==> src/rtl/avsq_pkg.sv <==
package avsq_pkg;

   // Field widths
   localparam int TIME_W   = 64;
   localparam int FRAMES_W = 16;
   localparam int HANDLE_W = 16;
   localparam int PAD_W    = 18;
   localparam int RATE_W   = 19;
   localparam int ACTION_W = 2;
   localparam int NS_W     = 48;   // frames * 1e9 fits below 2^48 for 18-bit counts

   localparam int REQ_DATA_W = 248;
   localparam int RSP_DATA_W = 32;

   localparam int QUEUE_DEPTH_DEFAULT = 32;

   // Timing constants in nanoseconds, plus the reset sample rate
   localparam logic [NS_W-1:0]         NS_PER_SEC  = NS_W'(1000000000);
   localparam logic [TIME_W-1:0]       GAP_LIMIT   = 64'd1000000000;
   localparam logic [TIME_W-1:0]       STALL_LIMIT = 64'd100000000;
   localparam logic signed [TIME_W-1:0] FAR_LIMIT  = 64'sd5000000000;
   localparam logic signed [TIME_W-1:0] SYNC_WINDOW = 64'sd75000000;
   localparam logic [RATE_W-1:0]       RATE_RESET  = 19'd48000;

   typedef enum logic [ACTION_W-1:0] {
      ACT_PLAY      = 2'd0,
      ACT_DROP_LATE = 2'd1,
      ACT_HOLD      = 2'd2,
      ACT_DROP_OVF  = 2'd3
   } action_type;

   // How stall time moves for the current packet
   typedef enum logic [1:0] {
      STALL_KEEP,
      STALL_ADD,
      STALL_CLEAR
   } stall_mode_type;

   typedef enum logic [2:0] {
      F_IDLE,
      F_START_FRM,
      F_WAIT_FRM,
      F_START_PAD,
      F_WAIT_PAD,
      F_PUSH
   } front_state_type;

   typedef enum logic [2:0] {
      B_IDLE,
      B_OVF_RD,
      B_OVF,
      B_ENQ,
      B_WALK_RD,
      B_WALK_ADJ,
      B_WALK_DIFF,
      B_WALK_EVAL
   } back_state_type;

   // Classified packet handed from front to back
   typedef struct packed {
      logic [TIME_W-1:0]   packet_time;
      logic [FRAMES_W-1:0] packet_frames;
      logic [HANDLE_W-1:0] payload_handle;
      logic [NS_W-1:0]     pad_ns;
      logic [TIME_W-1:0]   video_time;
      logic                gap_clear;
      logic                sync_off;
   } job_type;

   typedef struct packed {
      logic [TIME_W-1:0]   entry_time;
      logic [FRAMES_W-1:0] entry_frames;
      logic [HANDLE_W-1:0] entry_handle;
   } entry_type;

endpackage

==> src/rtl/avsq_div.sv <==
module avsq_div (
   input  logic                          clock,
   input  logic                          reset,
   input  logic                          start,
   input  logic [avsq_pkg::NS_W-1:0]     numer,
   input  logic [avsq_pkg::RATE_W-1:0]   denom,
   output logic                          done,
   output logic [avsq_pkg::NS_W-1:0]     quot
);
   import avsq_pkg::*;

   localparam int CNT_W = $clog2(NS_W + 1);

   logic [NS_W-1:0]   num_ff, num_in;
   logic [RATE_W:0]   rem_ff, rem_in;
   logic [RATE_W-1:0] den_ff, den_in;
   logic [CNT_W-1:0]  cnt_ff, cnt_in;
   logic              busy_ff, busy_in;
   logic              done_ff, done_in;
   logic [RATE_W+1:0] rem_shift;
   logic              fits;

   // One restoring step per cycle, quotient shifts into the numerator register
   always_comb begin
      num_in    = num_ff;
      rem_in    = rem_ff;
      den_in    = den_ff;
      cnt_in    = cnt_ff;
      busy_in   = busy_ff;
      done_in   = 1'b0;
      rem_shift = {rem_ff, num_ff[NS_W-1]};
      fits      = rem_shift >= {2'b00, den_ff};
      if (start) begin
         num_in  = numer;
         rem_in  = '0;
         den_in  = denom;
         cnt_in  = CNT_W'(NS_W);
         busy_in = 1'b1;
      end else if (busy_ff) begin
         rem_in  = fits ? (RATE_W+1)'(rem_shift - {2'b00, den_ff}) : rem_shift[RATE_W:0];
         num_in  = {num_ff[NS_W-2:0], fits};
         cnt_in  = cnt_ff - 1'b1;
         if (cnt_ff == CNT_W'(1)) begin
            busy_in = 1'b0;
            done_in = 1'b1;
         end
      end
   end

   always_ff @(posedge clock) begin
      if (reset) begin
         busy_ff <= 1'b0;
         done_ff <= 1'b0;
         cnt_ff  <= '0;
      end else begin
         busy_ff <= busy_in;
         done_ff <= done_in;
         cnt_ff  <= cnt_in;
      end
      num_ff <= num_in;
      rem_ff <= rem_in;
      den_ff <= den_in;
   end

   assign done = done_ff;
   assign quot = num_ff;

endmodule

==> src/rtl/avsq_front.sv <==
module avsq_front (
   input  logic                              clock,
   input  logic                              reset,
   input  logic                              req_tvalid,
   output logic                              req_tready,
   input  logic [avsq_pkg::REQ_DATA_W-1:0]   req_tdata,
   input  logic [avsq_pkg::RATE_W-1:0]       rate,
   output logic                              job_push,
   output avsq_pkg::job_type                 job_data,
   input  logic                              job_full
);
   import avsq_pkg::*;

   front_state_type     state_ff, state_in;
   logic [TIME_W-1:0]   last_ff, last_in;
   logic [TIME_W-1:0]   first_vid_ff, first_vid_in;
   logic [TIME_W-1:0]   stall_ff, stall_in;
   stall_mode_type      mode_ff, mode_in;
   job_type             job_ff, job_in;
   logic [NS_W-1:0]     num_frm_ff, num_frm_in;
   logic [NS_W-1:0]     num_pad_ff, num_pad_in;

   logic [TIME_W-1:0]   in_time, in_now, in_video;
   logic [FRAMES_W-1:0] in_frame_cnt;
   logic [HANDLE_W-1:0] in_handle;
   logic [PAD_W-1:0]    in_pad;
   logic                div_start, div_done;
   logic [NS_W-1:0]     div_numer, div_quot;
   logic [TIME_W:0]     stall_sum;
   logic                accept;

   assign in_time      = req_tdata[63:0];
   assign in_frame_cnt = req_tdata[79:64];
   assign in_handle    = req_tdata[95:80];
   assign in_pad       = req_tdata[113:96];
   assign in_now       = req_tdata[177:114];
   assign in_video     = req_tdata[241:178];

   assign req_tready = (state_ff == F_IDLE);
   assign accept     = req_tvalid && req_tready;
   assign stall_sum  = {1'b0, stall_ff} + {{(TIME_W-NS_W+1){1'b0}}, div_quot};

   avsq_div u_div (
      .clock (clock),
      .reset (reset),
      .start (div_start),
      .numer (div_numer),
      .denom (rate),
      .done  (div_done),
      .quot  (div_quot)
   );

   // Classify the beat, then run both frame-to-ns conversions on the shared divider
   always_comb begin
      state_in     = state_ff;
      last_in      = last_ff;
      first_vid_in = first_vid_ff;
      stall_in     = stall_ff;
      mode_in      = mode_ff;
      job_in       = job_ff;
      num_frm_in   = num_frm_ff;
      num_pad_in   = num_pad_ff;
      div_start    = 1'b0;
      div_numer    = num_frm_ff;
      job_push     = 1'b0;
      unique case (state_ff)
         F_IDLE: begin
            if (accept) begin
               job_in.packet_time    = in_time;
               job_in.packet_frames  = in_frame_cnt;
               job_in.payload_handle = in_handle;
               job_in.video_time     = in_video;
               job_in.gap_clear      = (in_now - last_ff) > GAP_LIMIT;
               last_in    = in_now;
               num_frm_in = NS_W'(in_frame_cnt) * NS_PER_SEC;
               num_pad_in = NS_W'(in_pad) * NS_PER_SEC;
               if (first_vid_ff == '0) begin
                  first_vid_in = in_video;
                  mode_in      = STALL_KEEP;
               end else if (first_vid_ff == in_video) begin
                  mode_in = STALL_ADD;
               end else begin
                  mode_in = STALL_CLEAR;
               end
               state_in = F_START_FRM;
            end
         end
         F_START_FRM: begin
            div_start = 1'b1;
            div_numer = num_frm_ff;
            state_in  = F_WAIT_FRM;
         end
         F_WAIT_FRM: begin
            if (div_done) begin
               unique case (mode_ff)
                  STALL_ADD:   stall_in = stall_sum[TIME_W] ? '1 : stall_sum[TIME_W-1:0];
                  STALL_CLEAR: stall_in = '0;
                  default:     stall_in = stall_ff;
               endcase
               state_in = F_START_PAD;
            end
         end
         F_START_PAD: begin
            div_start = 1'b1;
            div_numer = num_pad_ff;
            state_in  = F_WAIT_PAD;
         end
         F_WAIT_PAD: begin
            if (div_done) begin
               job_in.pad_ns   = div_quot;
               job_in.sync_off = (job_ff.video_time == '0) || (stall_ff > STALL_LIMIT);
               state_in        = F_PUSH;
            end
         end
         F_PUSH: begin
            if (!job_full) begin
               job_push = 1'b1;
               state_in = F_IDLE;
            end
         end
         default: state_in = F_IDLE;
      endcase
   end

   always_ff @(posedge clock) begin
      if (reset) begin
         state_ff     <= F_IDLE;
         last_ff      <= '0;
         first_vid_ff <= '0;
         stall_ff     <= '0;
         mode_ff      <= STALL_KEEP;
      end else begin
         state_ff     <= state_in;
         last_ff      <= last_in;
         first_vid_ff <= first_vid_in;
         stall_ff     <= stall_in;
         mode_ff      <= mode_in;
      end
      job_ff     <= job_in;
      num_frm_ff <= num_frm_in;
      num_pad_ff <= num_pad_in;
   end

   assign job_data = job_ff;

endmodule

==> config.mk <==
export PLATFORM = sky130hd
export DESIGN_NAME = avsq_front
export DESIGN_NICKNAME = d
export VERILOG_FILES = /design/src/rtl/avsq_pkg.sv /design/src/rtl/avsq_div.sv /design/src/rtl/avsq_front.sv
export SDC_FILE = /design/constraint.sdc
export NUM_CORES = 2
export LEC_CHECK = 0
export ABC_AREA = 0
export BUFFER_PORTS_ARGS = -buffer_cell sky130_fd_sc_hd__buf_2
export CAP_MARGIN = 20
export CORE_MARGIN = 8
export CORE_UTILIZATION = 29
export DETAILED_ROUTE_END_ITERATION = 8
export GPL_ROUTABILITY_DRIVEN = 0
export SYNTH_ARGS = -nofsm -noshare
export SYNTH_HDL_FRONTEND = slang
export SYNTH_SLANG_ARGS = --single-unit
export TNS_END_PERCENT = 50
==> constraint.sdc <==
create_clock -name clock -period 13.9 [get_ports clock]
set_clock_uncertainty 0.05 [all_clocks]
set_input_delay 3.475 -clock clock [delete_from_list [all_inputs] [get_ports clock]]
set_output_delay 3.475 -clock clock [all_outputs]
set_load 0.05 [all_outputs]
==> results.tsv <==
stage	metric	value	unit
logic_synthesis	synthArstFlopShare	0	%
detailed_routing	drc_errors	0	
timing	worstMarginPinSlew	1100	ps
logic_synthesis	synth_top_cell_area_share	24.7	%
job	cap_violations	0	
clock_tree	cts_tree	done	
timing	setup_violations	0	
grt	track_usage	15.3	%
status	status	finished, final reports clean	
die	die_h	399	um
clock_tree	cts_buffer_depth	3	
timing	hold_viol	0	
logic_synthesis	synth_commonest_cells	589 x inv_1, 434 x ha_1, 395 x nand2_1, 362 x a21oi_1, 351 x edfxtp_1	
power	p_total	10.8	mW
logic_synthesis	ys_top_cells_by_area	edfxtp_1 25%, fa_1 14%, ha_1 13%	
logic_synthesis	synth_edf_count	351	
logic_synthesis	synth_warnings	0	
logic_synthesis	ys_ff_latch	576	
clock_tree	clockRootBuffer	clkbuf_16	
timing	grt_setup_unrepaired	no	
timing	drv_slew	0	
critical_path	worstSetupPathType	input pin to register	
die	pin_count	483	
detailed_routing	dr.pass1.iters	5	
clock_tree	clk_latency	670	ps
critical_path	rrSetupSlack	8990	ps
clock_tree	htreeDepth	3	
power	p_leak	21.7	nW
clock_tree	clock_sinks	576	
logic_synthesis	synth-main-ff-cell	edfxtp_1	
detailed_routing	vias_per_cell	4.84	
timing	setup_tns	0	ps
final_layout	n_fill_cell	14886	
timing	fmax	0.105	GHz
critical_path	crit_fanout	8	
clock_tree	post_cts_resized	0	
die	rows	140	
detailed_routing	vias	32712	
worst_hold_path	worstHoldPathType	register to register	
die	die_w	399	um
final_layout	finalNetCount	5759	
clock_tree	post_cts_buffers	0	
final_layout	finish.utilization	34.0	%
critical_path	crit_arrival	9850	ps
logic_synthesis	synth.largest_area_cell	edfxtp_1	
logic_synthesis	yosysMostFrequentCell	inv_1	
logic_synthesis	yosysSeqAreaShare	35.3	%
placed_design	pre_cts_slack	3690	ps
die	start_util	29.2	%
placed_design	port_buffers	476	
detailed_routing	wl_per_cell	18.7	um
detailed_routing	dr.first_iter.drc_count	2201	
placed_design	dp_cells	6605	
timing	setup_ws	4360	ps
timing	min_period	9540	ps
power	powerDensity	218	nW/um^2
grt	grt_pass1_wl	191	mm
final_layout	drive_gt1_share	13.9	%
logic_synthesis	synth_area_per_cell	9.83	sq um
clock_tree	path_clk_slew	50	ps
critical_path	worstSetupStartpointType	input pin	
detailed_routing	final_antenna_net_count	0	
placed_design	place_hpwl	101	mm
grt	overflow	0	
critical_path	required	14210	ps
logic_synthesis	synth_fp_nets	5328	
critical_path	cp-end-kind	register	
logic_synthesis	syn_inst	4333	
timing	slew_headroom	26.7	%
final_layout	fin_cells	6759	
grt	antenna_found_initial	21	
clock_tree	numCtsBuffers	74	
clock_tree	hold_buffers	0	
final_layout	syn_to_final_growth	16.3	%
detailed_routing	wirelength	127	mm
logic_synthesis	synth_area	42600	sq um
power	vdd_ir_drop_max	0.235	mV
timing	period_share	68.6	%
logic_synthesis	synthDistinctLibCells	96	
grt	grt_max_degree	107	
grt	grt_pass1_vias	32318	
die	die-area	159000	sq um
die	core_area	146000	sq um
[metal layers]
metal  vias to the layer above  GRT usage [%]  wire length (um)
met1                     15679           20.7             57700
li1                      15943              -                 -
met2                       910           24.7             57500
met5                         -              0                13
met3                       178           2.61              7490
met4                         2           5.27              4000
[critical path, cell delays in order]
cell,delay [ps]
buf_2,240
inv_1,170
ha_1,410
inv_1,140
fa_1,510
fa_1,510
inv_1,50
fa_1,480
fa_1,550
inv_1,50
fa_1,470
ha_1,350
nand2_1,120
nor3b_1,370
o31a_1,230
o21ai_0,210
a311oi_1,440
nor2_1,100
nand2_1,110
a31oi_1,110
a21oi_1,180
xor2_1,560
[path summary, 6_finish.rpt]
check	start	to	cells after the start
worst min-delay path	last_ff[18]	last_ff[18]	2
worst max-delay path	req_tdata[69]	num_frm_ff[44]	22
worst max register to register	u_div.quot[0]	stall_ff[53]	15
worst min register to register	last_ff[18]	last_ff[18]	2
[area by class of cell]
cell class	count	area [sq um]	share of cell area, %
clock buffer	89	1940	3.91
antenna	16	40.0	0.0808
tap	1917	2400	4.84
timing repair buffer	497	2550	5.14
clock inverter	49	553	1.12
multi-input combinational	3026	24800	50.1
sequential	576	15000	30.4
inverter	589	2220	4.48
[power by group]
group          internal (mW)  total (mW)  switching, mW
Sequential              2.40        2.55          0.152
Combinational           2.55        6.30           3.75
Clock                   1.13        1.96          0.833
[registers in the layout, summed over array words and instances (netlist names)]
name,cells
mode_ff,2
job_data,210
u_div.cnt_ff,6
last_ff,64
u_div.rem_ff,20
state_ff,3
num_pad_ff,39
stall_ff,64
num_frm_ff,35
u_div.quot,48
u_div.den_ff,19
first_vid_ff,64
u_div.busy_ff,1
u_div.done,1
[per-stage QoR]
step	cell area [sq um]	hold slack [ps]
final	49600	402
after global routing	49500	417
after CTS	49500	404
after detailed placement	47000	397
after global placement	47000	392
after floorplan	42600	380
[cells in the final DEF, fill, tap and decap left out, types with 21 or more instances in the layout]
cell type	instances
inv_1	587
buf_2	475
ha_1	434
nand2_1	394
a21oi_1	362
edfxtp_1	351
fa_1	290
nor2_1	230
dfxtp_1	224
o21ai_0	202
xor2_1	108
xnor2_1	99
a21o_1	87
nand3_1	75
clkbuf_16	75
nor4_1	74
nand4_1	59
mux2i_1	59
nor3_1	57
nor2b_1	30
o21a_1	28
a211oi_1	27
and2_1	26
o21bai_1	25
nand2b_1	25
a31oi_1	24
or3_1	23
buf_4	21
[cell families (layout without fill, tap and decap cells)]
logic type | after synthesis | after routing | share of synthesized area (%)
simple gates | 1082 | 1082 | 12.2
buf+inv | 731 | 1224 | 6.53
other cells | 0 | 16 | 0
mux | 62 | 62 | 1.47
flops | 576 | 576 | 35.3
fa+ha+maj | 724 | 724 | 26.4
xor+xnor | 207 | 207 | 4.26
compound gates | 951 | 951 | 13.9
Power figures use the tool's default switching activity.
