**src/rtl/avsq_pkg.sv**
```systemverilog
package avsq_pkg;

   // Field widths
   localparam int TIME_W   = 64;
   localparam int FRAMES_W = 16;
   localparam int HANDLE_W = 16;
   localparam int PAD_W    = 18;
   localparam int RATE_W   = 19;
   localparam int ACTION_W = 2;
   localparam int NS_W     = 48;   // frames * 1e9 fits below 2^48 for 18-bit counts

   localparam int REQ_DATA_W = 248;
   localparam int RSP_DATA_W = 32;

   localparam int QUEUE_DEPTH_DEFAULT = 32;

   // Timing constants in nanoseconds, plus the reset sample rate
   localparam logic [NS_W-1:0]         NS_PER_SEC  = NS_W'(1000000000);
   localparam logic [TIME_W-1:0]       GAP_LIMIT   = 64'd1000000000;
   localparam logic [TIME_W-1:0]       STALL_LIMIT = 64'd100000000;
   localparam logic signed [TIME_W-1:0] FAR_LIMIT  = 64'sd5000000000;
   localparam logic signed [TIME_W-1:0] SYNC_WINDOW = 64'sd75000000;
   localparam logic [RATE_W-1:0]       RATE_RESET  = 19'd48000;

   typedef enum logic [ACTION_W-1:0] {
      ACT_PLAY      = 2'd0,
      ACT_DROP_LATE = 2'd1,
      ACT_HOLD      = 2'd2,
      ACT_DROP_OVF  = 2'd3
   } action_type;

   // How stall time moves for the current packet
   typedef enum logic [1:0] {
      STALL_KEEP,
      STALL_ADD,
      STALL_CLEAR
   } stall_mode_type;

   typedef enum logic [2:0] {
      F_IDLE,
      F_START_FRM,
      F_WAIT_FRM,
      F_START_PAD,
      F_WAIT_PAD,
      F_PUSH
   } front_state_type;

   typedef enum logic [2:0] {
      B_IDLE,
      B_OVF_RD,
      B_OVF,
      B_ENQ,
      B_WALK_RD,
      B_WALK_ADJ,
      B_WALK_DIFF,
      B_WALK_EVAL
   } back_state_type;

   // Classified packet handed from front to back
   typedef struct packed {
      logic [TIME_W-1:0]   packet_time;
      logic [FRAMES_W-1:0] packet_frames;
      logic [HANDLE_W-1:0] payload_handle;
      logic [NS_W-1:0]     pad_ns;
      logic [TIME_W-1:0]   video_time;
      logic                gap_clear;
      logic                sync_off;
   } job_type;

   typedef struct packed {
      logic [TIME_W-1:0]   entry_time;
      logic [FRAMES_W-1:0] entry_frames;
      logic [HANDLE_W-1:0] entry_handle;
   } entry_type;

endpackage

```
**src/rtl/avsq_back.sv**
```systemverilog
module avsq_back #(
   parameter int QUEUE_DEPTH = avsq_pkg::QUEUE_DEPTH_DEFAULT
) (
   input  logic                              clock,
   input  logic                              reset,
   input  logic                              job_empty,
   input  avsq_pkg::job_type                 job_data,
   output logic                              job_pop,
   output logic                              rsp_tvalid,
   input  logic                              rsp_tready,
   output logic [avsq_pkg::RSP_DATA_W-1:0]   rsp_tdata,
   output logic [avsq_pkg::ACTION_W-1:0]     rsp_tuser,
   output logic                              rsp_tlast
);
   import avsq_pkg::*;

   localparam int HEAD_W  = (QUEUE_DEPTH > 1) ? $clog2(QUEUE_DEPTH) : 1;
   localparam int COUNT_W = $clog2(QUEUE_DEPTH + 1);

   entry_type mem [QUEUE_DEPTH];
   entry_type rd_ff;

   back_state_type             state_ff, state_in;
   job_type                    job_ff, job_in;
   logic [HEAD_W-1:0]          head_ff, head_in;
   logic [COUNT_W-1:0]         count_ff, count_in;
   logic [TIME_W-1:0]          adj_ff, adj_in;
   logic signed [TIME_W-1:0]   diff_ff, diff_in;
   logic                       out_valid_ff, out_valid_in;
   action_type                 out_action_ff, out_action_in;
   logic [HANDLE_W-1:0]        out_handle_ff, out_handle_in;
   logic [FRAMES_W-1:0]        out_frames_ff, out_frames_in;
   logic                       out_last_ff, out_last_in;

   logic                       out_free;
   logic                       mem_we;
   logic [COUNT_W:0]           tail_sum;
   logic [HEAD_W-1:0]          tail;
   logic [HEAD_W-1:0]          head_next;
   logic                       bad, early, late;

   assign out_free  = !out_valid_ff || rsp_tready;
   assign tail_sum  = (COUNT_W+1)'(head_ff) + (COUNT_W+1)'(count_ff);
   assign tail      = (tail_sum >= (COUNT_W+1)'(QUEUE_DEPTH))
                      ? HEAD_W'(tail_sum - (COUNT_W+1)'(QUEUE_DEPTH))
                      : HEAD_W'(tail_sum);
   assign head_next = (head_ff == HEAD_W'(QUEUE_DEPTH - 1)) ? '0 : head_ff + 1'b1;

   assign bad   = job_ff.sync_off || (diff_ff > FAR_LIMIT) || (diff_ff < -FAR_LIMIT);
   assign early = !bad && (diff_ff > SYNC_WINDOW);
   assign late  = !bad && (diff_ff < -SYNC_WINDOW);

   // Queue sequencer: clear on a gap, overflow drop, enqueue, then walk the front
   always_comb begin
      state_in      = state_ff;
      job_in        = job_ff;
      head_in       = head_ff;
      count_in      = count_ff;
      adj_in        = adj_ff;
      diff_in       = diff_ff;
      out_valid_in  = out_valid_ff && !rsp_tready;
      out_action_in = out_action_ff;
      out_handle_in = out_handle_ff;
      out_frames_in = out_frames_ff;
      out_last_in   = out_last_ff;
      job_pop       = 1'b0;
      mem_we        = 1'b0;
      unique case (state_ff)
         B_IDLE: begin
            if (!job_empty) begin
               job_pop = 1'b1;
               job_in  = job_data;
               if (job_data.gap_clear) begin
                  head_in  = '0;
                  count_in = '0;
               end
               state_in = B_OVF_RD;
            end
         end
         B_OVF_RD: state_in = B_OVF;
         B_OVF: begin
            if (count_ff != COUNT_W'(QUEUE_DEPTH)) begin
               state_in = B_ENQ;
            end else if (out_free) begin
               out_valid_in  = 1'b1;
               out_action_in = ACT_DROP_OVF;
               out_handle_in = rd_ff.entry_handle;
               out_frames_in = rd_ff.entry_frames;
               out_last_in   = 1'b0;
               head_in       = head_next;
               count_in      = count_ff - 1'b1;
               state_in      = B_ENQ;
            end
         end
         B_ENQ: begin
            mem_we   = 1'b1;
            count_in = count_ff + 1'b1;
            state_in = B_WALK_RD;
         end
         B_WALK_RD:   state_in = B_WALK_ADJ;
         B_WALK_ADJ: begin
            adj_in   = rd_ff.entry_time - TIME_W'(job_ff.pad_ns);
            state_in = B_WALK_DIFF;
         end
         B_WALK_DIFF: begin
            diff_in  = signed'(adj_ff - job_ff.video_time);
            state_in = B_WALK_EVAL;
         end
         B_WALK_EVAL: begin
            if (out_free) begin
               out_valid_in = 1'b1;
               if (early) begin
                  out_action_in = ACT_HOLD;
                  out_handle_in = '0;
                  out_frames_in = '0;
                  out_last_in   = 1'b1;
                  state_in      = B_IDLE;
               end else begin
                  out_handle_in = rd_ff.entry_handle;
                  out_frames_in = rd_ff.entry_frames;
                  head_in       = head_next;
                  count_in      = count_ff - 1'b1;
                  if (late && (count_ff > COUNT_W'(1))) begin
                     out_action_in = ACT_DROP_LATE;
                     out_last_in   = 1'b0;
                     state_in      = B_WALK_RD;
                  end else begin
                     out_action_in = ACT_PLAY;
                     out_last_in   = 1'b1;
                     state_in      = B_IDLE;
                  end
               end
            end
         end
         default: state_in = B_IDLE;
      endcase
   end

   always_ff @(posedge clock) begin
      if (reset) begin
         state_ff     <= B_IDLE;
         head_ff      <= '0;
         count_ff     <= '0;
         out_valid_ff <= 1'b0;
      end else begin
         state_ff     <= state_in;
         head_ff      <= head_in;
         count_ff     <= count_in;
         out_valid_ff <= out_valid_in;
      end
      job_ff        <= job_in;
      adj_ff        <= adj_in;
      diff_ff       <= diff_in;
      out_action_ff <= out_action_in;
      out_handle_ff <= out_handle_in;
      out_frames_ff <= out_frames_in;
      out_last_ff   <= out_last_in;
   end

   // Entry store: write at the tail, registered read at the head
   always_ff @(posedge clock) begin
      if (mem_we) begin
         mem[tail] <= '{entry_time:   job_ff.packet_time,
                        entry_frames: job_ff.packet_frames,
                        entry_handle: job_ff.payload_handle};
      end
      rd_ff <= mem[head_ff];
   end

   assign rsp_tvalid = out_valid_ff;
   assign rsp_tdata  = {out_frames_ff, out_handle_ff};
   assign rsp_tuser  = out_action_ff;
   assign rsp_tlast  = out_last_ff;

endmodule

```
**config.mk**
```make
export PLATFORM = sky130hd
export DESIGN_NAME = avsq_back
export DESIGN_NICKNAME = d
export VERILOG_FILES = /design/src/rtl/avsq_pkg.sv /design/src/rtl/avsq_back.sv
export SDC_FILE = /design/constraint.sdc
export NUM_CORES = 2
export LEC_CHECK = 0
export BUFFER_PORTS_ARGS = -buffer_cell sky130_fd_sc_hd__buf_2
export CAP_MARGIN = 20
export CORE_MARGIN = 1
export CORE_UTILIZATION = 47
export CTS_CLUSTER_DIAMETER = 150
export CTS_CLUSTER_SIZE = 28
export DETAILED_ROUTE_END_ITERATION = 8
export GPL_TIMING_DRIVEN = 1
export PLACE_DENSITY = 0.65
export SYNTH_ARGS = -nofsm -noshare
export SYNTH_HDL_FRONTEND = slang
export SYNTH_SLANG_ARGS = --single-unit
```
**constraint.sdc**
```tcl
create_clock -name clock -period 39.3 [get_ports clock]
set_input_delay 1.965 -clock clock [delete_from_list [all_inputs] [get_ports clock]]
set_output_delay 1.965 -clock clock [all_outputs]
set_load 0.05 [all_outputs]
```
==> results.sh <==
export IMPL_status="completed"
export IMPL_hold_ws_ps=517
export IMPL_drt_iter0_drc=8489
export IMPL_async_flop_share_pct=0
export IMPL_drv_cap=0
export IMPL_grt_antenna_before_repair=24
export IMPL_worstReg2RegEnd="mem[19][40]"
export IMPL_finalCritPeriodShare_pct=14.1
export IMPL_max_freq_mhz=180
export IMPL_hold_class="reg2reg"
export IMPL_synth_cell_type_count=74
export IMPL_synth_seq_cells=3555
export IMPL_synth_area_leaders="edfxtp_1 (75%), mux4_2 (16%), dfxtp_1 (1.6%)"
export IMPL_initial_core_util_pct=47.4
export IMPL_dr_wl_met2_mm=163
export IMPL_drc=0
export IMPL_clock_skew_ps=90.1
export IMPL_synth_compound_area_share_pct=2.20
export IMPL_finalSetupViolCount=0
export IMPL_synth_largest_area_cell="edfxtp_1"
export IMPL_peakVddDrop_mv=0.0390
export IMPL_via_per_inst=6.26
export IMPL_core_area_mm2=0.292
export IMPL_synthFlopType="edfxtp_1"
export IMPL_yosys_warnings=0
export IMPL_critPathMaxFanout=63
export IMPL_hpwl_mm=173
export IMPL_cpMostUsedCell="buf_4"
export IMPL_htree_levels=4
export IMPL_syn_area_mm2=0.138
export IMPL_criticalPathCategory="reg2reg"
export IMPL_root_buffer="clkbuf_16"
export IMPL_drt_met1_wl_mm=147
export IMPL_routedWlPerCell_um=32.6
export IMPL_die_w_um=545
export IMPL_cp_cell_sequence="ha_1 -> a21o_1 -> a21oi_1 -> xnor2_1 -> nor2_1 -> nand2_1 -> nor2_4 -> buf_4 -> buf_4 -> buf_4"
export IMPL_crit_start="head_ff[1]"
export IMPL_path_clk_slew_ps=100
export IMPL_portBuffers=250
export IMPL_worst_slew_pin_slew_ps=1430
export IMPL_cp_start_kind="flip-flop"
export IMPL_final_common_cell="edfxtp_1"
export IMPL_synth_adder_area_share_pct=1.13
export IMPL_fin_nets=6882
export IMPL_place_congestion=0.888
export IMPL_wl_met3_mm=29.1
export IMPL_synth_top_family_by_area="multiplexers"
export IMPL_endpoint="mem[19][40]"
export IMPL_worstRegToRegCells=10
export IMPL_hold_violations=0
export IMPL_drive_gt1_share_pct=24.7
export IMPL_route_vias_total=66147
export IMPL_grt_max_degree=158
export IMPL_cts_sinks=3555
export IMPL_arrival_ps=5990
export IMPL_final_cell_mix="edfxtp_1 (3444), mux4_2 (960), buf_2 (250), inv_1 (157), a21oi_1 (156)"
export IMPL_worstHoldStart="rd_ff[29]"
export IMPL_slew_viol_final=0
export IMPL_insertion_delay_ps=890
export IMPL_io_pins=251
export IMPL_grtUsageTotal_pct=23.1
export IMPL_rows=198
export IMPL_critPathSlowestCell="dfxtp_4"
export IMPL_cts_repair_resized=0
export IMPL_yosysTopAreaCellShare_pct=74.7
export IMPL_drt_pass1_iter_count=5
export IMPL_synthMuxAreaShare_pct=16.4
export IMPL_grt_overflow=0
export IMPL_die_h_um=545
export IMPL_end_kind="flip-flop"
export IMPL_grt_pass1_wl_mm=485
export IMPL_ff2ff_setup_slack_ps=33760
export IMPL_cts_max_path_buffers=4
export IMPL_rsz0062_at_grt="no"
export IMPL_period_needed_ps=5540
export IMPL_ant_nets=0
export IMPL_postCtsHoldBufs=0
export IMPL_cts_tree="built"
export IMPL_reg2reg_from="head_ff[1]"
export IMPL_dieArea_mm2=0.297
export IMPL_synth_simple_gate_area_share_pct=2.00
export IMPL_grt_pass1_vias=65085
export IMPL_p_per_area_mw_per_mm2=43.4
export IMPL_wirelength_mm=344
export IMPL_yosysSeqAreaShare_pct=76.3
export IMPL_syn_to_final_growth_pct=7.90
export IMPL_cp_data_required_time_ps=39750
export IMPL_highest_layer="met5"
export IMPL_synth_xor_area_share_pct=0.721
export IMPL_synth_edf_count=3444
export IMPL_syn_inst=6302
export IMPL_avgSynthCellArea_um2=22.0
export IMPL_tns_ps=0
export IMPL_slowest_delay_ps=1040
export IMPL_cellLeakagePower_nw=45.4
export IMPL_slew_headroom_pct=4.81
export IMPL_cts_buffers=154
export IMPL_synth_nets=6639
export IMPL_postCtsSetupBuffers=0
[worst max-delay path: cells and delay by family, from the launching register on]
kind / cells / cell delay, ps
AOI/OAI and AO/OA: 2 / 320
xor gates and xnor gates: 1 / 190
adders and majority gates: 1 / 370
buffers and inverters: 3 / 2330
DFF: 1 / 1040
and+or+nand+nor: 3 / 800
[sequential cells by signal, indices dropped and copies added (netlist names), 6 cells and up]
name / cells
adj_ff: 64
count_ff: 6
diff_ff: 64
job_ff: 209
mem: 3072
out_frames_ff: 16
out_handle_ff: 16
rd_ff: 96
[worst min-delay path by stage]
stage	slack (ps)	cells after the start	end
2_1_floorplan	470	2	count_ff[5]
3_3_place_gp	490	1	out_frames_ff[15]
3_5_place_dp	490	1	out_frames_ff[13]
4_1_cts	520	1	out_frames_ff[13]
5_1_grt	540	1	out_frames_ff[13]
6_report	520	1	out_frames_ff[13]
[logic make-up (layout without fill, tap and decap cells)]
group / Yosys count / count (layout)
AO/OA/AOI/OAI: 465 / 465
XOR/XNOR: 114 / 114
flip-flops: 3555 / 3555
adder cells (fa/ha/maj): 123 / 123
buffers and inverters: 441 / 790
AND/OR/NAND/NOR: 542 / 542
multiplexers: 1062 / 1062
other: 0 / 8
[per-layer routing]
layer	vias to the layer above	GRT usage [%]
met5	-	0
met4	2	3.80
met3	326	3.25
met2	2923	36.4
met1	36118	35.0
li1	26778	-
[metrics by stage]
step | worst slack, ps | cell area [um2] | util, % | power, W | cells
3_5_place_dp | 33540 | 145000 | 49.6 | 0.00469 | 10284
4_1_cts | 33580 | 149000 | 51.1 | 0.00652 | 10546
6_report | 33760 | 149000 | 51.1 | 0.00649 | 10559
3_3_place_gp | 33570 | 145000 | 49.6 | 0.00468 | 10284
2_1_floorplan | 20230 | 138000 | - | 0.00458 | 6302
5_1_grt | 33270 | 149000 | 51.1 | 0.00668 | 10553
[final cells by class]
cell class	instances	area [um2]
well taps	3900	4880
inverters	158	601
repair buffers	370	2460
diodes	8	20.0
fillers	22485	143000
clock inverters	9	130
multi-input cells	2306	31400
clock buffers	253	4240
flip-flops and latches	3555	106000
[Yosys cell counts, types with 11 or more instances]
| library cell | n |
|---|---|
| buf_1 | 46 |
| o21a_1 | 24 |
| mux2_2 | 97 |
| or3_1 | 12 |
| a211oi_1 | 12 |
| nand3_1 | 55 |
| nand2b_1 | 16 |
| dfxtp_1 | 111 |
| nor3_1 | 36 |
| a21o_1 | 51 |
| nor4_1 | 25 |
| clkbuf_1 | 235 |
| a31oi_1 | 18 |
| o2111ai_1 | 11 |
| edfxtp_1 | 3444 |
| a21oi_1 | 156 |
| xnor2_1 | 76 |
| nor2_1 | 127 |
| inv_1 | 157 |
| o211ai_1 | 12 |
| xor2_1 | 38 |
| nor2b_1 | 18 |
| and2_1 | 42 |
| o21bai_1 | 22 |
| o21ai_0 | 62 |
| mux4_2 | 960 |
| nand4_1 | 44 |
| and3_1 | 14 |
| nand2_1 | 109 |
| ha_1 | 120 |
[where the power goes]
part | internal, W | leakage, nW | total [W] | switching [W]
clock | 0.000756 | 2.08 | 0.00188 | 0.00112
combinational | 0.000127 | 11.3 | 0.000295 | 0.000168
sequential | 0.00423 | 32.0 | 0.00431 | 0.0000820
total | 0.00511 | 45.4 | 0.00649 | 0.00137
Note: power is estimated with default switching activity, not from simulation.
