### src/rtl/avsq_pkg.sv
package avsq_pkg;

   // Field widths
   localparam int TIME_W   = 64;
   localparam int FRAMES_W = 16;
   localparam int HANDLE_W = 16;
   localparam int PAD_W    = 18;
   localparam int RATE_W   = 19;
   localparam int ACTION_W = 2;
   localparam int NS_W     = 48;   // frames * 1e9 fits below 2^48 for 18-bit counts

   localparam int REQ_DATA_W = 248;
   localparam int RSP_DATA_W = 32;

   localparam int QUEUE_DEPTH_DEFAULT = 32;

   // Timing constants in nanoseconds, plus the reset sample rate
   localparam logic [NS_W-1:0]         NS_PER_SEC  = NS_W'(1000000000);
   localparam logic [TIME_W-1:0]       GAP_LIMIT   = 64'd1000000000;
   localparam logic [TIME_W-1:0]       STALL_LIMIT = 64'd100000000;
   localparam logic signed [TIME_W-1:0] FAR_LIMIT  = 64'sd5000000000;
   localparam logic signed [TIME_W-1:0] SYNC_WINDOW = 64'sd75000000;
   localparam logic [RATE_W-1:0]       RATE_RESET  = 19'd48000;

   typedef enum logic [ACTION_W-1:0] {
      ACT_PLAY      = 2'd0,
      ACT_DROP_LATE = 2'd1,
      ACT_HOLD      = 2'd2,
      ACT_DROP_OVF  = 2'd3
   } action_type;

   // How stall time moves for the current packet
   typedef enum logic [1:0] {
      STALL_KEEP,
      STALL_ADD,
      STALL_CLEAR
   } stall_mode_type;

   typedef enum logic [2:0] {
      F_IDLE,
      F_START_FRM,
      F_WAIT_FRM,
      F_START_PAD,
      F_WAIT_PAD,
      F_PUSH
   } front_state_type;

   typedef enum logic [2:0] {
      B_IDLE,
      B_OVF_RD,
      B_OVF,
      B_ENQ,
      B_WALK_RD,
      B_WALK_ADJ,
      B_WALK_DIFF,
      B_WALK_EVAL
   } back_state_type;

   // Classified packet handed from front to back
   typedef struct packed {
      logic [TIME_W-1:0]   packet_time;
      logic [FRAMES_W-1:0] packet_frames;
      logic [HANDLE_W-1:0] payload_handle;
      logic [NS_W-1:0]     pad_ns;
      logic [TIME_W-1:0]   video_time;
      logic                gap_clear;
      logic                sync_off;
   } job_type;

   typedef struct packed {
      logic [TIME_W-1:0]   entry_time;
      logic [FRAMES_W-1:0] entry_frames;
      logic [HANDLE_W-1:0] entry_handle;
   } entry_type;

endpackage

### src/rtl/avsq_job_fifo.sv
module avsq_job_fifo (
   input  logic              clock,
   input  logic              reset,
   input  logic              push,
   input  avsq_pkg::job_type push_data,
   output logic              full,
   input  logic              pop,
   output avsq_pkg::job_type pop_data,
   output logic              empty
);
   import avsq_pkg::*;

   job_type    slot_ff [2];
   logic       wr_ptr_ff, rd_ptr_ff;
   logic [1:0] fill_ff;

   assign full     = (fill_ff == 2'd2);
   assign empty    = (fill_ff == 2'd0);
   assign pop_data = slot_ff[rd_ptr_ff];

   // Two-slot ring between front and back
   always_ff @(posedge clock) begin
      if (reset) begin
         wr_ptr_ff <= 1'b0;
         rd_ptr_ff <= 1'b0;
         fill_ff   <= 2'd0;
      end else begin
         if (push) wr_ptr_ff <= ~wr_ptr_ff;
         if (pop)  rd_ptr_ff <= ~rd_ptr_ff;
         fill_ff <= fill_ff + {1'b0, push} - {1'b0, pop};
      end
      if (push) slot_ff[wr_ptr_ff] <= push_data;
   end

endmodule

### config.mk
export PLATFORM = sky130hd
export DESIGN_NAME = avsq_job_fifo
export DESIGN_NICKNAME = d
export VERILOG_FILES = /design/src/rtl/avsq_pkg.sv /design/src/rtl/avsq_job_fifo.sv
export SDC_FILE = /design/constraint.sdc
export NUM_CORES = 1
export LEC_CHECK = 0
export BUFFER_PORTS_ARGS = -buffer_cell sky130_fd_sc_hd__buf_2
export CORE_ASPECT_RATIO = 1.4
export CORE_MARGIN = 10
export CORE_UTILIZATION = 47
export CTS_CLUSTER_SIZE = 10
export DETAILED_ROUTE_END_ITERATION = 12
export PLACE_DENSITY_LB_ADDON = 0.2
export REMOVE_ABC_BUFFERS = 1
export SYNTH_ARGS = -nofsm -noshare
export SYNTH_HDL_FRONTEND = slang
export SYNTH_SLANG_ARGS = --single-unit
### constraint.sdc
create_clock -name clock -period 11.2 [get_ports clock]
set_clock_uncertainty 0.15 [all_clocks]
set_input_delay 0.56 -clock clock [delete_from_list [all_inputs] [get_ports clock]]
set_output_delay 0.56 -clock clock [all_outputs]
set_load 0.02 [all_outputs]
==> impl_metrics.yaml, run 1 <==
critical_path:
  critPathLaunchType: "register"
  critical_path_required_ns: 10.49
  critPathArrivalTime_ns: 3.06
  r2r_setup_slack_ns: 8.34
  setup.worst_path.class: "reg2out"
  worst-path-max-fanout: 81
  worstReg2RegEnd: "slot_ff[1][8]"
  critical_path.reg2reg.startpoint: "wr_ptr_ff"
  element_type_at_the_critical_path_end: "output pin"
  reg2reg_depth: 2
floorplanning:
  die_width_um: 173
  starting_density_of_the_core: 0.477
  die_area_um2: 40600
  core_area_um2: 32400
  ios: 426
  die_h_um: 235
  floorplan.rows: 78
clocking:
  holdBufCountCts: 0
  cts_num_sinks: 425
  cts-buffers-inserted: 48
  cts.clk_slew.worst_paths_ns: 0.05
  ctsResizeCount: 0
  cts.path.max_buffers: 3
  cts_tree: "yes"
  clk_latency_ns: 0.55
  cts_setup_buffers: 0
  htreeDepth: 2
  cts_root_buffer: "clkbuf_16"
layout:
  final_nets: 1347
  syn2layout_area_growth_pct: 24.8
  num-fill-cells: 2508
  fraction_of_layout_cells_with_a_size_suffix_above_1: 0.603
synth:
  synth_edf_count: 420
  synth_top_area_cell: "edfxtp_1"
  syn-mean-instance-area_um2: 22.9
  synth_most_common_cell: "edfxtp_1"
  netlist_instances: 674
  synthesis.area_um2: 15400
  synth_seq_cells: 425
  synth.top_cell.area_share: 0.817
  synth-main-ff-cell: "edfxtp_1"
  synthesis.yosys.warnings: 0
  netlist_top_cells_count: "420 x edfxtp_1, 210 x mux2_2, 22 x buf_6"
  netlist-cell-type-count: 12
  ys_async_sr_fraction: 0
  synth.area.top_cells: "edfxtp_1 82%, mux2_2 15%, buf_6 1.6%"
  synth_sequential_area_ratio: 0.823
sta:
  setup_viol: 0
  final.min_clock_period_ns: 3.77
  rsz0062_at_grt: "false"
  fin_setup_tns_ns: 0
  worst_slew_margin: 0.126
  worst_pin_slew_ns: 1.31
  drv_slew: 0
  hold_viol: 0
  final.period_utilization: 0.336
  max_clock_freq_mhz: 265
drt:
  detailroute.wirelength.met2_um: 19400
  detail_route.first_pass.iterations: 4
  maxUsedRoutingLayer: "met5"
  wl_met1_um: 12200
  vias_per_cell: 4.94
  vias: 7905
  wl_met3_um: 2680
  routed_wl_um: 35500
  first_iter_violations: 412
  drc: 0
  drt.antenna.violating_nets: 0
  wire_per_inst_um: 22.2
hold_path:
  path_type_of_the_worst_min_delay_path: "in2reg"
  holdCritStartpoint: "push_data[38]"
  hold_path_depth: 1
  hold-path-endpoint: "slot_ff[0][38]"
pwr:
  finalPower_mw: 3.68
  vdd_ir_drop_max_mv: 0.151
  cellPowerDensity_nw_per_um2: 191
  cell_leakage_power_nw: 7.18
grt:
  grt_pass1_wl_um: 51400
  globalRouteOverflowTotal: 0
  grt_max_degree: 186
  vias_in_the_first_global_route: 8518
  number_of_antenna_violations_at_the_first_check_in_global_routing: 7
  track_usage: 0.168
place:
  port-buffer-count: 425
  globalplace.congestion: 0.791
  hpwl_um: 24600
job:
  cap_viol_max_count: 0
status:
  run_status: "completed"
-- cells by family (layout without fill, tap and decap cells) --
logic type    Yosys count  after routing  synth area share
simple gates            9              9           0.00284
xor+xnor                3              3           0.00259
mux                   210            210             0.153
fa+ha+maj               2              2           0.00162
buf+inv                25            504            0.0168
flops                 425            425             0.823
other cells             0              6                 0
-- layout by cell type, fill, tap and decap left out, drive strengths merged --
cell type	n
mux2	210
nor2	5
nor2b	3
clkinv	1
dfxtp	5
and2	1
xnor3	1
edfxtp	420
clkbuf	69
buf	430
ha	2
inv	4
xnor2	2
diode	6
-- how the worst max path moves through the flow --
stage | to | slack [ns] | cells after the start | startpoint
after CTS | pop_data[84] | 7.36 | 3 | register
final | pop_data[48] | 7.43 | 3 | register
after detailed placement | pop_data[84] | 7.95 | 3 | register
after global routing | pop_data[10] | 7.26 | 3 | register
after floorplan | slot_ff[0][0] | 0.63 | 1 | push
after global placement | pop_data[11] | 7.94 | 3 | register
-- area by class of cell --
type | instances | area, um2 | area share
Clock buffer | 69 | 1300 | 0.0675
Clock inverter | 3 | 22.5 | 0.00117
Timing Repair Buffer | 430 | 2180 | 0.113
Tap cell | 440 | 551 | 0.0286
Multi-Input combinational cell | 224 | 2480 | 0.129
Antenna cell | 6 | 15.0 | 0.000779
Sequential cell | 425 | 12700 | 0.660
Inverter | 2 | 7.51 | 0.000390
-- registers in the layout, summed over array words and instances, names as in the netlist, named ones only --
signal / cells
rd_ptr_ff: 1
wr_ptr_ff: 1
fill_ff: 2
slot_ff: 420
-- where the power goes --
part,switching (mW),internal (mW),total [mW]
Clock,0.550,0.794,1.34
Combinational,0.272,0.173,0.446
Sequential,0.0300,1.86,1.89
Total,0.852,2.83,3.68
-- stage by stage --
stage | area, um2 | std cells | setup WS, ns | util | hold slack (ns)
after floorplan | 15200 | 651 | 0.630 | - | 0.330
after global placement | 17900 | 1521 | 7.94 | 0.554 | 0.347
after detailed placement | 17900 | 1521 | 7.95 | 0.554 | 0.366
after CTS | 19300 | 1593 | 7.36 | 0.594 | 0.0104
after global routing | 19300 | 1597 | 7.26 | 0.595 | 0.0164
final | 19300 | 1599 | 7.43 | 0.595 | 0.0435
-- routing by layer --
metal  track usage  vias to the layer above
met5             0                        -
met2         0.308                      299
met4        0.0710                        6
li1              -                     3610
met1         0.172                     3921
met3        0.0561                       69
-- critical path, stage by stage, from the launching register on --
cell and delay, ns:
dfxtp_4 0.89, buf_4 0.93, mux2_2 0.44, buf_2 0.16
Note: power is estimated with default switching activity, not from simulation.
==> run 2: changes to the inputs <==
--- a/config.mk
+++ b/config.mk
@@ -8,7 +8,7 @@
 export BUFFER_PORTS_ARGS = -buffer_cell sky130_fd_sc_hd__buf_2
 export CORE_ASPECT_RATIO = 1.4
 export CORE_MARGIN = 10
-export CORE_UTILIZATION = 47
+export CORE_UTILIZATION = 52
 export CTS_CLUSTER_SIZE = 10
 export DETAILED_ROUTE_END_ITERATION = 12
 export PLACE_DENSITY_LB_ADDON = 0.2
==> constraint.sdc (replaced) <==
create_clock -name clock -period 3.7 [get_ports clock]
set_clock_uncertainty 0.15 [all_clocks]
set_input_delay 0.185 -clock clock [delete_from_list [all_inputs] [get_ports clock]]
set_output_delay 0.185 -clock clock [all_outputs]
set_load 0.02 [all_outputs]
==> run 2 against run 1 <==
Die area is 8.7% lower. Largest cell class unchanged. First-iteration DRC count grew 21%. Largest power group unchanged. Final area up 11%. Combinational power grew to 3.6 times the previous value. Flip-flop and latch count stayed put. Non-clock buffer count increased by 225. Core utilization rose by 14 points. Register-to-register slack got worse by 6.7 ns. Worst setup slack lost 6.5 ns. Count of clock-buffer cells in the layout decreased by 11. Global-route usage up 3.8 points. Routed wire length rose by 12%.
==> impl_metrics.yaml, run 2 (same netlist as run 1, synthesis figures left out) <==
pwr:
  cell_leakage_power_nw: 8.12
  vdd_ir_drop_max_mv: 0.491
  finalPower_mw: 11.3
  cellPowerDensity_nw_per_um2: 528
clocking:
  cts-buffers-inserted: 48
  cts_num_sinks: 425
  ctsResizeCount: 0
  clk_latency_ns: 0.54
  cts_root_buffer: "clkbuf_16"
  cts_tree: "yes"
  cts.path.max_buffers: 3
  htreeDepth: 2
  cts.clk_slew.worst_paths_ns: 0.06
drt:
  wl_met1_um: 13000
  drc: 0
  first_iter_violations: 497
  maxUsedRoutingLayer: "met4"
  drt.antenna.violating_nets: 0
  vias: 8967
  wire_per_inst_um: 22.8
  detail_route.first_pass.iterations: 4
  routed_wl_um: 39900
  detailroute.wirelength.met2_um: 22200
  wl_met3_um: 2770
  vias_per_cell: 5.12
status:
  run_status: "completed"
sta:
  max_clock_freq_mhz: 362
  fin_setup_tns_ns: 0
  final.period_utilization: 0.746
  worst_slew_margin: 0.462
  hold_viol: 0
  setup_viol: 0
  worst_pin_slew_ns: 0.806
  timing.hold.ws_ns: 0.225
  drv_slew: 0
  final.min_clock_period_ns: 2.76
  rsz0062_at_grt: "false"
floorplanning:
  die_h_um: 224
  floorplan.rows: 74
  starting_density_of_the_core: 0.528
  core_area_um2: 29300
  die_width_um: 166
  die_area_um2: 37100
  ios: 426
critical_path:
  critical_path.n_buffers_inverters: 2
  worst-path-max-fanout: 52
  kind_of_cell_adding_the_most_delay_to_the_critical_path: "flip-flops"
  critPathArrivalTime_ns: 2.43
  critical_path_required_ns: 3.37
  element_type_at_the_critical_path_end: "output pin"
  cell_with_the_largest_stage_delay_on_the_worst_path: "dfxtp_4"
  critical_path.max_stage_delay_ns: 0.84
  critical_path.reg2reg.startpoint: "wr_ptr_ff"
  critPathLaunchType: "register"
  crit_path_cell_chain: "buf_4 -> mux2_2 -> buf_2"
  setup.worst_path.class: "reg2out"
layout:
  regMostFlops: "slot_ff"
  fraction_of_layout_cells_with_a_size_suffix_above_1: 0.516
  layout.cells.most_common_list: "425 x buf_2, 420 x edfxtp_1, 214 x dlygate4sd3_1"
  layout.cells.most_common: "buf_2"
  stdcell_count: 1750
  num-fill-cells: 1764
  finalCoreUtilization: 0.733
  final_nets: 1572
  largest_register_ffs: 420
  syn2layout_area_growth_pct: 38.8
  layout_top_registers: "slot_ff: 420 flops, fill_ff: 2 flops"
  layout.area.seq_um2: 12700
  multiInputGateArea_um2: 2480
hold_path:
  path_type_of_the_worst_min_delay_path: "in2reg"
  holdCritStartpoint: "push_data[184]"
grt:
  number_of_antenna_violations_at_the_first_check_in_global_routing: 5
  globalRouteOverflowTotal: 0
  vias_in_the_first_global_route: 10000
  grt_pass1_wl_um: 59500
  grt_max_degree: 72
  track_usage: 0.206
job:
  cap_viol_max_count: 0
place:
  globalplace.congestion: 0.830
  dp.cells: 1472
  port-buffer-count: 425
  hpwl_um: 26000
==> run 2: cell types whose count changed in the layout (fill, tap and decap cells not counted) <==
cell and delta:
dlygate4sd3_1 +214, clkbuf_1 -11, buf_12 +6, buf_4 +5, inv_6 -2, clkinv_2 -1, clkinvlp_4 +1, diode_2 -1
==> run 2: area by class of cell <==
type | count | share of cell area
diodes | 5 | 0.000584
clock buffers | 58 | 0.0588
clock inverters | 1 | 0.000350
inverters | 2 | 0.000350
multi-input cells | 224 | 0.116
flip-flops and latches | 425 | 0.593
well taps | 380 | 0.0222
repair buffers | 655 | 0.209
==> run 2: power by group <==
group | switching [mW] | internal, mW
Combinational | 0.898 | 0.701
Sequential | 0.0970 | 5.63
Clock | 1.64 | 2.35
Total | 2.63 | 8.68
==> run 2: timing repair <==
action	CTS	global route
hold buffers	214	0
buffers inserted	0	0
hold endpoints to repair	425	0
==> run 2: through the flow <==
| step | setup slack (ns) | cell area, um2 |
|---|---|---|
| 3_3_place_gp | 1.51 | 18000 |
| 4_1_cts | 0.869 | 21400 |
| 3_5_place_dp | 1.46 | 18000 |
| 2_1_floorplan | -6.85 | 15200 |
| 6_report | 0.939 | 21400 |
| 5_1_grt | 0.801 | 21400 |
==> run 2: path summary, 6_finish.rpt <==
kind | depth (start not counted) | endpoint | slack, ns
setup reg to reg | 2 | slot_ff[1][58] | 1.67
hold / removal | 2 | slot_ff[1][184] | 0.23
setup / recovery | 3 | pop_data[37] | 0.94
hold reg to reg | 2 | rd_ptr_ff | 0.37
==> run 2: per-layer routing <==
metal,vias up,GRT usage
met1,4466,0.203
met3,90,0.0580
met5,-,0
li1,4047,-
met4,0,0.0991
met2,364,0.387
==> run 3: changes to the inputs <==
--- a/config.mk
+++ b/config.mk
@@ -8,7 +8,7 @@
 export BUFFER_PORTS_ARGS = -buffer_cell sky130_fd_sc_hd__buf_2
 export CORE_ASPECT_RATIO = 1.4
 export CORE_MARGIN = 10
-export CORE_UTILIZATION = 52
+export CORE_UTILIZATION = 47
 export CTS_CLUSTER_SIZE = 10
 export DETAILED_ROUTE_END_ITERATION = 12
 export PLACE_DENSITY_LB_ADDON = 0.2
==> constraint.sdc (replaced) <==
create_clock -name clock -period 2.5 [get_ports clock]
set_clock_uncertainty 0.15 [all_clocks]
set_input_delay 0.125 -clock clock [delete_from_list [all_inputs] [get_ports clock]]
set_output_delay 0.125 -clock clock [all_outputs]
set_load 0.02 [all_outputs]
==> run 3 against run 2 <==
Critical endpoint is now pop_data[107]. First-iteration DRC count fell by 20%. Sequential share of layout area fell by 0.74 points. Clock power is 51% higher. Largest cell class unchanged. Non-clock buffer count grew 9. Flip-flop and latch count is the same. Power is 50% higher. Hold slack worse by 0.068 ns. Critical path type unchanged.
==> impl_metrics.yaml, run 3 (same netlist as run 1, synthesis figures left out) <==
grt:
  grt_max_degree: 49
  number_of_antenna_violations_at_the_first_check_in_global_routing: 0
  globalRouteOverflowTotal: 0
  track_usage: 0.189
  grt_pass1_wl_um: 59200
  vias_in_the_first_global_route: 10000
layout:
  largest_register_ffs: 420
  layout.cells.most_common: "buf_2"
  final_nets: 1581
  finalCoreUtilization: 0.670
  layout_top_registers: "slot_ff: 420 flops, fill_ff: 2 flops"
  layout.cells.most_common_list: "425 x buf_2, 420 x edfxtp_1, 214 x dlygate4sd3_1"
  regMostFlops: "slot_ff"
  num-fill-cells: 2235
  syn2layout_area_growth_pct: 40.6
  fraction_of_layout_cells_with_a_size_suffix_above_1: 0.514
clocking:
  ctsResizeCount: 0
  cts.path.max_buffers: 3
  cts_tree: "yes"
  cts_root_buffer: "clkbuf_16"
  htreeDepth: 2
  cts_num_sinks: 425
  clk_latency_ns: 0.53
  cts.clk_slew.worst_paths_ns: 0.06
  cts-buffers-inserted: 48
critical_path:
  critical_path_required_ns: 2.23
  critPathArrivalTime_ns: 2.00
  reg2reg_depth: 2
  crit_path_cell_chain: "buf_12 -> mux2_2 -> buf_2"
  critical_path.reg2reg.startpoint: "wr_ptr_ff"
  element_type_at_the_critical_path_end: "output pin"
  worstReg2RegEnd: "slot_ff[0][189]"
  critical_path.max_stage_delay_ns: 0.63
  r2r_setup_slack_ns: 0.80
  worst-path-max-fanout: 29
  setup.worst_path.class: "reg2out"
  critPathLaunchType: "register"
  cell_with_the_largest_stage_delay_on_the_worst_path: "dfxtp_4"
pwr:
  cellPowerDensity_nw_per_um2: 779
  cell_leakage_power_nw: 8.22
  vdd_ir_drop_max_mv: 0.795
sta:
  rsz0062_at_grt: "false"
  worst_slew_margin: 0.627
  setup_viol: 0
  hold_viol: 0
  worst_pin_slew_ns: 0.559
  final.period_utilization: 0.910
  drv_slew: 0
  final.min_clock_period_ns: 2.27
  fin_ws_ns: 0.225
  max_clock_freq_mhz: 440
drt:
  vias_per_cell: 4.93
  detail_route.first_pass.iterations: 4
  wire_per_inst_um: 22.0
  drt.antenna.violating_nets: 0
  routed_wl_um: 40100
  first_iter_violations: 397
  vias: 9014
  drc: 0
place:
  hpwl_um: 26300
  globalplace.congestion: 0.813
  placement.setup.worst_slack_ns: 0.621
  port-buffer-count: 425
hold_path:
  hold-path-endpoint: "slot_ff[1][103]"
  holdCritStartpoint: "push_data[103]"
  hold_path_depth: 2
  path_type_of_the_worst_min_delay_path: "in2reg"
status:
  run_status: "completed"
floorplanning:
  core_area_um2: 32400
  die_h_um: 235
  starting_density_of_the_core: 0.477
  die_width_um: 173
  die_area_um2: 40600
  ios: 426
  floorplan.rows: 78
job:
  cap_viol_max_count: 0
run 3: changes by cell type in the layout (fill, tap and decap cells not counted):
cell and change:
clkinvlp_4 -1, buf_16 +1, clkinv_2 +1, buf_12 +6, clkbuf_1 +12, buf_4 +2
diode_2 -4
run 3: final cells by class:
type / instances / area [um2] / area share
Sequential cell: 425 / 12700 / 0.586
Multi-Input combinational cell: 224 / 2480 / 0.114
Clock inverter: 1 / 5.00 / 0.000231
Tap cell: 440 / 551 / 0.0254
Inverter: 2 / 7.51 / 0.000346
Antenna cell: 1 / 2.50 / 0.000115
Timing Repair Buffer: 664 / 4640 / 0.214
Clock buffer: 70 / 1310 / 0.0601
run 3: worst max-delay path: cells and delay by family, from the launching register on:
family / cells / cell delay (ns)
flip-flops: 1 / 0.63
buffers and inverters: 2 / 0.45
multiplexers: 1 / 0.37
run 3: layer usage:
metal,vias to the layer above,part of all wire,routed length [um],GRT usage
li1,4080,-,-,-
met5,-,0,0,0
met3,112,0.066,2650,0.0513
met4,0,0.054,2190,0.106
met1,4447,0.35,13900,0.197
met2,375,0.53,21400,0.341
run 3: stage by stage:
stage,hold WS (ns),std cells,TNS [ns],power (mW),cell area (um2)
floorplan,0.0466,651,-3130.71,9.97,15200
global placement,0.162,1540,0,10.7,18200
detailed placement,0.166,1540,0,10.7,18200
CTS,0.130,1825,0,17.1,21700
global route,0.151,1826,0,17.5,21700
finish,0.157,1827,0,16.9,21700
run 3: repair_timing:
item	4_1_cts	5_1_grt
buffers inserted	0	1
endpoints found under the hold margin	430	0
endpoints found under the setup margin	0	17
hold buffers	214	0
run 3: power by group:
| group | total (mW) | switching [mW] | leakage, nW | internal [mW] |
|---|---|---|---|---|
| Clock | 6.01 | 2.46 | 0.633 | 3.55 |
| Combinational | 2.44 | 1.36 | 3.60 | 1.08 |
| Sequential | 8.46 | 0.126 | 3.98 | 8.33 |
| Total | 16.9 | 3.95 | 8.22 | 13.0 |
run 3: worst max-delay path by stage:
| stage | startpoint | endpoint |
|---|---|---|
| 2_1_floorplan | wr_ptr_ff | slot_ff[0][0] |
| 3_3_place_gp | register | pop_data[192] |
| 4_1_cts | register | pop_data[192] |
| 5_1_grt | register | pop_data[107] |
| 3_5_place_dp | register | pop_data[192] |
| 6_report | register | pop_data[107] |
